## src/design/btil_pkg.sv

```systemverilog
// ----------------------------------------------------------------------------
// btil_pkg
// Shared types and constants for the binary trie IPv4 lookup block.
// ----------------------------------------------------------------------------
package btil_pkg;

  localparam int NODE_INDEX_BITS_DEF = 18;
  localparam int ADDRESS_BITS_DEF    = 32;

  localparam int INDEX_W   = 18;
  localparam int POINTER_W = 32;
  localparam int IP_W      = 32;
  localparam int NODE_W    = 2 * POINTER_W;
  localparam int CFG_W     = 32;
  localparam int RECB_W    = 3;

  localparam logic [CFG_W-1:0]  LEAF_BASE_RESET    = 32'd16776960;
  localparam logic [RECB_W-1:0] RECORD_BYTES_RESET = 3'd3;
  localparam logic [RECB_W-1:0] RECORD_BYTES_FULL  = 3'd4;

  localparam logic OP_WRITE  = 1'b0;
  localparam logic OP_LOOKUP = 1'b1;

  localparam logic CFG_LEAF_BASE    = 1'b0;
  localparam logic CFG_RECORD_BYTES = 1'b1;

  typedef struct packed {
    logic                 opcode;
    logic [INDEX_W-1:0]   node_index;
    logic [POINTER_W-1:0] left_pointer;
    logic [POINTER_W-1:0] right_pointer;
    logic [IP_W-1:0]      ip_address;
  } in_word_t;

  typedef struct packed {
    logic [POINTER_W-1:0] leaf_value;
    logic                 not_found;
  } out_word_t;

  typedef enum logic {
    ST_IDLE,
    ST_WALK
  } state_t;

  typedef struct packed {
    logic write_node;
    logic start;
    logic walk;
    logic finish;
  } cmd_t;

  typedef struct packed {
    logic walk_end;
  } status_t;

endpackage

```

## src/design/btil_ctrl.sv

```systemverilog
// ----------------------------------------------------------------------------
// btil_ctrl
// Controller: accepts words, sequences the trie walk, owns the output valid.
// ----------------------------------------------------------------------------
module btil_ctrl
  import btil_pkg::*;
(
  input  logic    clk,
  input  logic    rst,
  input  logic    in_valid,
  input  logic    in_opcode,
  output logic    in_stall,
  output logic    out_valid,
  input  logic    out_stall,
  output cmd_t    cmd,
  input  status_t sts
);

  state_t state, state_next;
  logic   accept;

  always_comb begin
    in_stall = rst || (state != ST_IDLE) || ((in_opcode == OP_LOOKUP) && out_valid);
    accept   = in_valid && !in_stall;
  end

  always_comb begin
    state_next = state;
    case (state)
      ST_IDLE: begin
        if (accept && (in_opcode == OP_LOOKUP)) begin
          state_next = ST_WALK;
        end
      end
      ST_WALK: begin
        if (sts.walk_end) begin
          state_next = ST_IDLE;
        end
      end
      default: state_next = ST_IDLE;
    endcase
  end

  always_comb begin
    cmd = '0;
    case (state)
      ST_IDLE: begin
        cmd.write_node = accept && (in_opcode == OP_WRITE);
        cmd.start      = accept && (in_opcode == OP_LOOKUP);
      end
      ST_WALK: begin
        cmd.walk   = 1'b1;
        cmd.finish = sts.walk_end;
      end
      default: cmd = '0;
    endcase
  end

  always_ff @(posedge clk) begin
    if (rst) begin
      state     <= ST_IDLE;
      out_valid <= 1'b0;
    end else begin
      state <= state_next;
      if (cmd.finish) begin
        out_valid <= 1'b1;
      end else if (!out_stall) begin
        out_valid <= 1'b0;
      end
    end
  end

endmodule

```

## config.mk

```make
export PLATFORM = sky130hd
export DESIGN_NAME = btil_ctrl
export DESIGN_NICKNAME = d
export VERILOG_FILES = /design/src/design/btil_pkg.sv /design/src/design/btil_ctrl.sv
export SDC_FILE = /design/constraint.sdc
export NUM_CORES = 1
export LEC_CHECK = 0
export BUFFER_PORTS_ARGS = -buffer_cell sky130_fd_sc_hd__buf_4
export CAP_MARGIN = 0
export CORE_AREA = 2 2 39 41
export DETAILED_ROUTE_END_ITERATION = 16
export DIE_AREA = 0 0 41 43
export PLACE_DENSITY = 0.39
export SLEW_MARGIN = 10
export SYNTH_ARGS = -nofsm -noshare
export SYNTH_HDL_FRONTEND = slang
export SYNTH_SLANG_ARGS = --single-unit
export TNS_END_PERCENT = 50
```

## constraint.sdc

```tcl
create_clock -name clk -period 1.8 [get_ports clk]
set_clock_uncertainty 0.15 [all_clocks]
set_input_delay 0.27 -clock clk [delete_from_list [all_inputs] [get_ports clk]]
set_output_delay 0.27 -clock clk [all_outputs]
set_load 0.01 [all_outputs]
```

Yosys cells after proc, flatten, opt, wreduce, memory -nomap -nowiden
Cells that the tools add are included.
{"block": "classes", "reduce_logical": 7, "shifts": 0, "muxes": 7, "add_sub_neg": 0, "order_cmp": 0, "div_mod_pow": 0, "multipliers": 0, "eq_ne": 1, "bitwise_logic": 2}
{"op": "1-bit logical AND", "n": 4}
{"op": "1-bit two-way mux", "n": 4}
{"op": "2-bit two-way mux", "n": 2}
{"op": "1-bit logical OR", "n": 2}
{"op": "2-bit by 1-bit != test with 1-bit output (second input constant)", "n": 1}
{"op": "1-bit NOT", "n": 2}
{"op": "1-bit case mux with 2 select lines", "n": 1}
{"op": "1-bit logical NOT", "n": 1}
{"block": "word_totals", "ramBits": 0, "latch_bits": 0, "n_memories": 0, "output_inout_bits": 6, "rom_bits": 0, "register_bits": 2}

Longest topological paths before layout
{"block": "logic_depth", "word_depth": 7, "depth_mapped": 2, "ltp_nobuf": 2}

Worst setup path after synthesis
Ideal clock, no wire load.
{"block": "synth_path", "path_type": "register to output", "start": "register state", "end": "output port cmd[3] (netlist name)", "path_stages_with_launch": 3, "t_required_ps": 1380, "path_slack_ps": 501, "arrival_ps": 879, "path_cell_list": "dfxtp_1 or2_4 nor3b_1"}
{"element": "from (decl)", "line": "btil_ctrl.sv:19", "text": "state_t state, state_next;"}
{"element": "from (signal assigned)", "line": "btil_ctrl.sv:64", "text": "state <= state_next;"}
{"element": "to (decl)", "line": "btil_ctrl.sv:15", "text": "output cmd_t cmd,"}

==> results_dict.tcl <==
set metrics [dict create \
    power_mw 0.183 \
    rsz0062_at_grt "no" \
    cpPeakStageDelay_ps 340 \
    grt_max_degree 6 \
    final_nets 34 \
    cap_violations 0 \
    synthCells 13 \
    dr.pass1.iters 3 \
    insertion_delay_ps 220 \
    cts_resized 0 \
    synth_most_common_cell "dfxtp_1" \
    io_buffer_count 11 \
    fmax_ghz 0.608 \
    n_fill_cell 155 \
    status "completed" \
    yosysWarnings 0 \
    synthTopCellsByArea "dfxtp_1, o32ai_2, or2_4, a21o_1, a22oi_1" \
    final_max_slew_viol_count 0 \
    diodes 0 \
    synth_top_area_share_pct 33.3 \
    die_w_um 41 \
    ys_seq_area_share_pct 33.3 \
    final_antenna_net_count 0 \
    coreArea_um2 1380 \
    worst-setup-path-type "flip-flop to output pin" \
    cts_buffer_depth 2 \
    crit_path_end_kind "output pin" \
    crit_fanout 5 \
    finalHoldViolCount 0 \
    area_growth_pct 97.9 \
    die_height_um 43 \
    cts-root-buf "clkbuf_4" \
    drc_errors 0 \
    worst_pin_slew_ps 232 \
    layout.cells.non_filler 42 \
    yosys.area.top_type "dfxtp_1" \
    grt-ovfl-total 0 \
    cp.required_ps 1380 \
    drtIter0Drc 4 \
    drive_gt1_share_pct 61.5 \
    wirelength_um 378 \
    post-dp-hpwl_um 306 \
    crit_buf_inv 1 \
    cts_buffers 3 \
    path_cells "or2_4 -> nor3b_1 -> buf_4" \
    viasPerCell 3.24 \
    postCtsSetupBuffers 0 \
    ys_async_sr_fraction_pct 0 \
    ir_worst_vdd_v 0.000199 \
    period_share_pct 91.3 \
    dp_cells 39 \
    wl_per_cell_um 9.00 \
    ios 12 \
    tns_ps 0 \
    cts-htree-levels 1 \
    cts_tree "done" \
    critical_path.startpoint_type "flip-flop" \
    finalCriticalPeriod_ps 1640 \
    dpl_cell_area_um2 215 \
    rows 14 \
    crit_arrival_ps 1220 \
    synth-edff-count 0 \
    cts.sinks 2 \
    grt_pass1_vias 145 \
    antenna_found_initial 0 \
    path_delay_family "simple AND/OR/NAND/NOR gates" \
    routabilityCongestion 0.642 \
    track_usage_pct 6.01 \
    syn_nets 19 \
    avgSynthCellArea_um2 9.24 \
    hold_class "primary input to flip-flop" \
    clk_pin_slew_worst_paths_ps 30 \
    final_area_um2 238 \
    finalSetupViolCount 0 \
    syn_area_um2 120 \
    ys_seq_elements 2 \
    whs_ps 75.1 \
    cp_slowest_cell "dfxtp_1" \
    start_util_pct 8.68 \
    synth-main-ff-cell "dfxtp_1" \
    grt_first_pass_wirelength_um 634 \
    slew_headroom_pct 84.5 \
    dieArea_um2 1760 \
    cellPowerDensity_nw_per_um2 770 \
    synth.distinct_cells 12 \
    num_vias 136 \
    p_leak_nw 0.110 \
    cts.hold.buffers_added 0 \
]
[state kept, by name, summed over array words and instances, names as in the netlist]
name	count
state	1
out_valid	1
[layout by cell type, fill, tap and decap left out]
cell / instances
nor3_1: 1
dfxtp_1: 2
o32ai_2: 1
nor2_1: 1
nor3b_1: 1
nand2_1: 1
nand2b_1: 1
a21o_1: 1
and2_1: 1
a22oi_1: 1
buf_4: 11
clkbuf_4: 3
or2_4: 1
[final cells by class]
type | count | area, µm² | share of cell area [%]
sequential | 2 | 40.0 | 16.8
clock buffer | 3 | 22.5 | 9.47
tap | 16 | 20.0 | 8.42
timing repair buffer | 11 | 82.6 | 34.7
multi-input combinational | 10 | 72.6 | 30.5
[kinds of logic after synthesis]
group	Yosys count	share of synthesized area, %
AOI/OAI and AO/OA	3	26.0
buffers and inverters	1	6.25
and+or+nand+nor	7	34.4
DFF	2	33.3
[worst paths after layout]
path | end | start | slack (ps) | cells after the start
setup / recovery | cmd[3] | state | 160 | 3
hold / removal | out_valid | rst | 80 | 2
setup reg to reg | state | state | 740 | 2
hold reg to reg | state | state | 410 | 2
[worst reg2reg max path, cell delays in order, from the launching register on]
cell and delay (ps):
dfxtp_1 340, or2_4 260, o32ai_2 230
[report_power, final]
part,leakage [nW],total (mW),switching (mW),internal [mW]
Clock,0.0138,0.0969,0.0236,0.0733
Combinational,0.0803,0.0365,0.0145,0.0220
Sequential,0.0163,0.0498,0.00290,0.0469
[metrics by stage]
stage	worst slack (ps)	utilization, %
2_1_floorplan	501	-
3_3_place_gp	361	15.6
3_5_place_dp	352	15.6
4_1_cts	163	17.2
5_1_grt	99.5	17.2
6_report	156	17.2
[layer usage]
| layer | GRT usage [%] | part of all wire (%) | vias to the layer above |
|---|---|---|---|
| li1 | - | - | 72 |
| met1 | 7.35 | 50 | 52 |
| met2 | 5.00 | 26 | 12 |
| met3 | 6.28 | 24 | 0 |
| met4 | 6.00 | 0 | 0 |
| met5 | 0 | 0 | - |
Note: power is estimated with default switching activity, not from simulation.
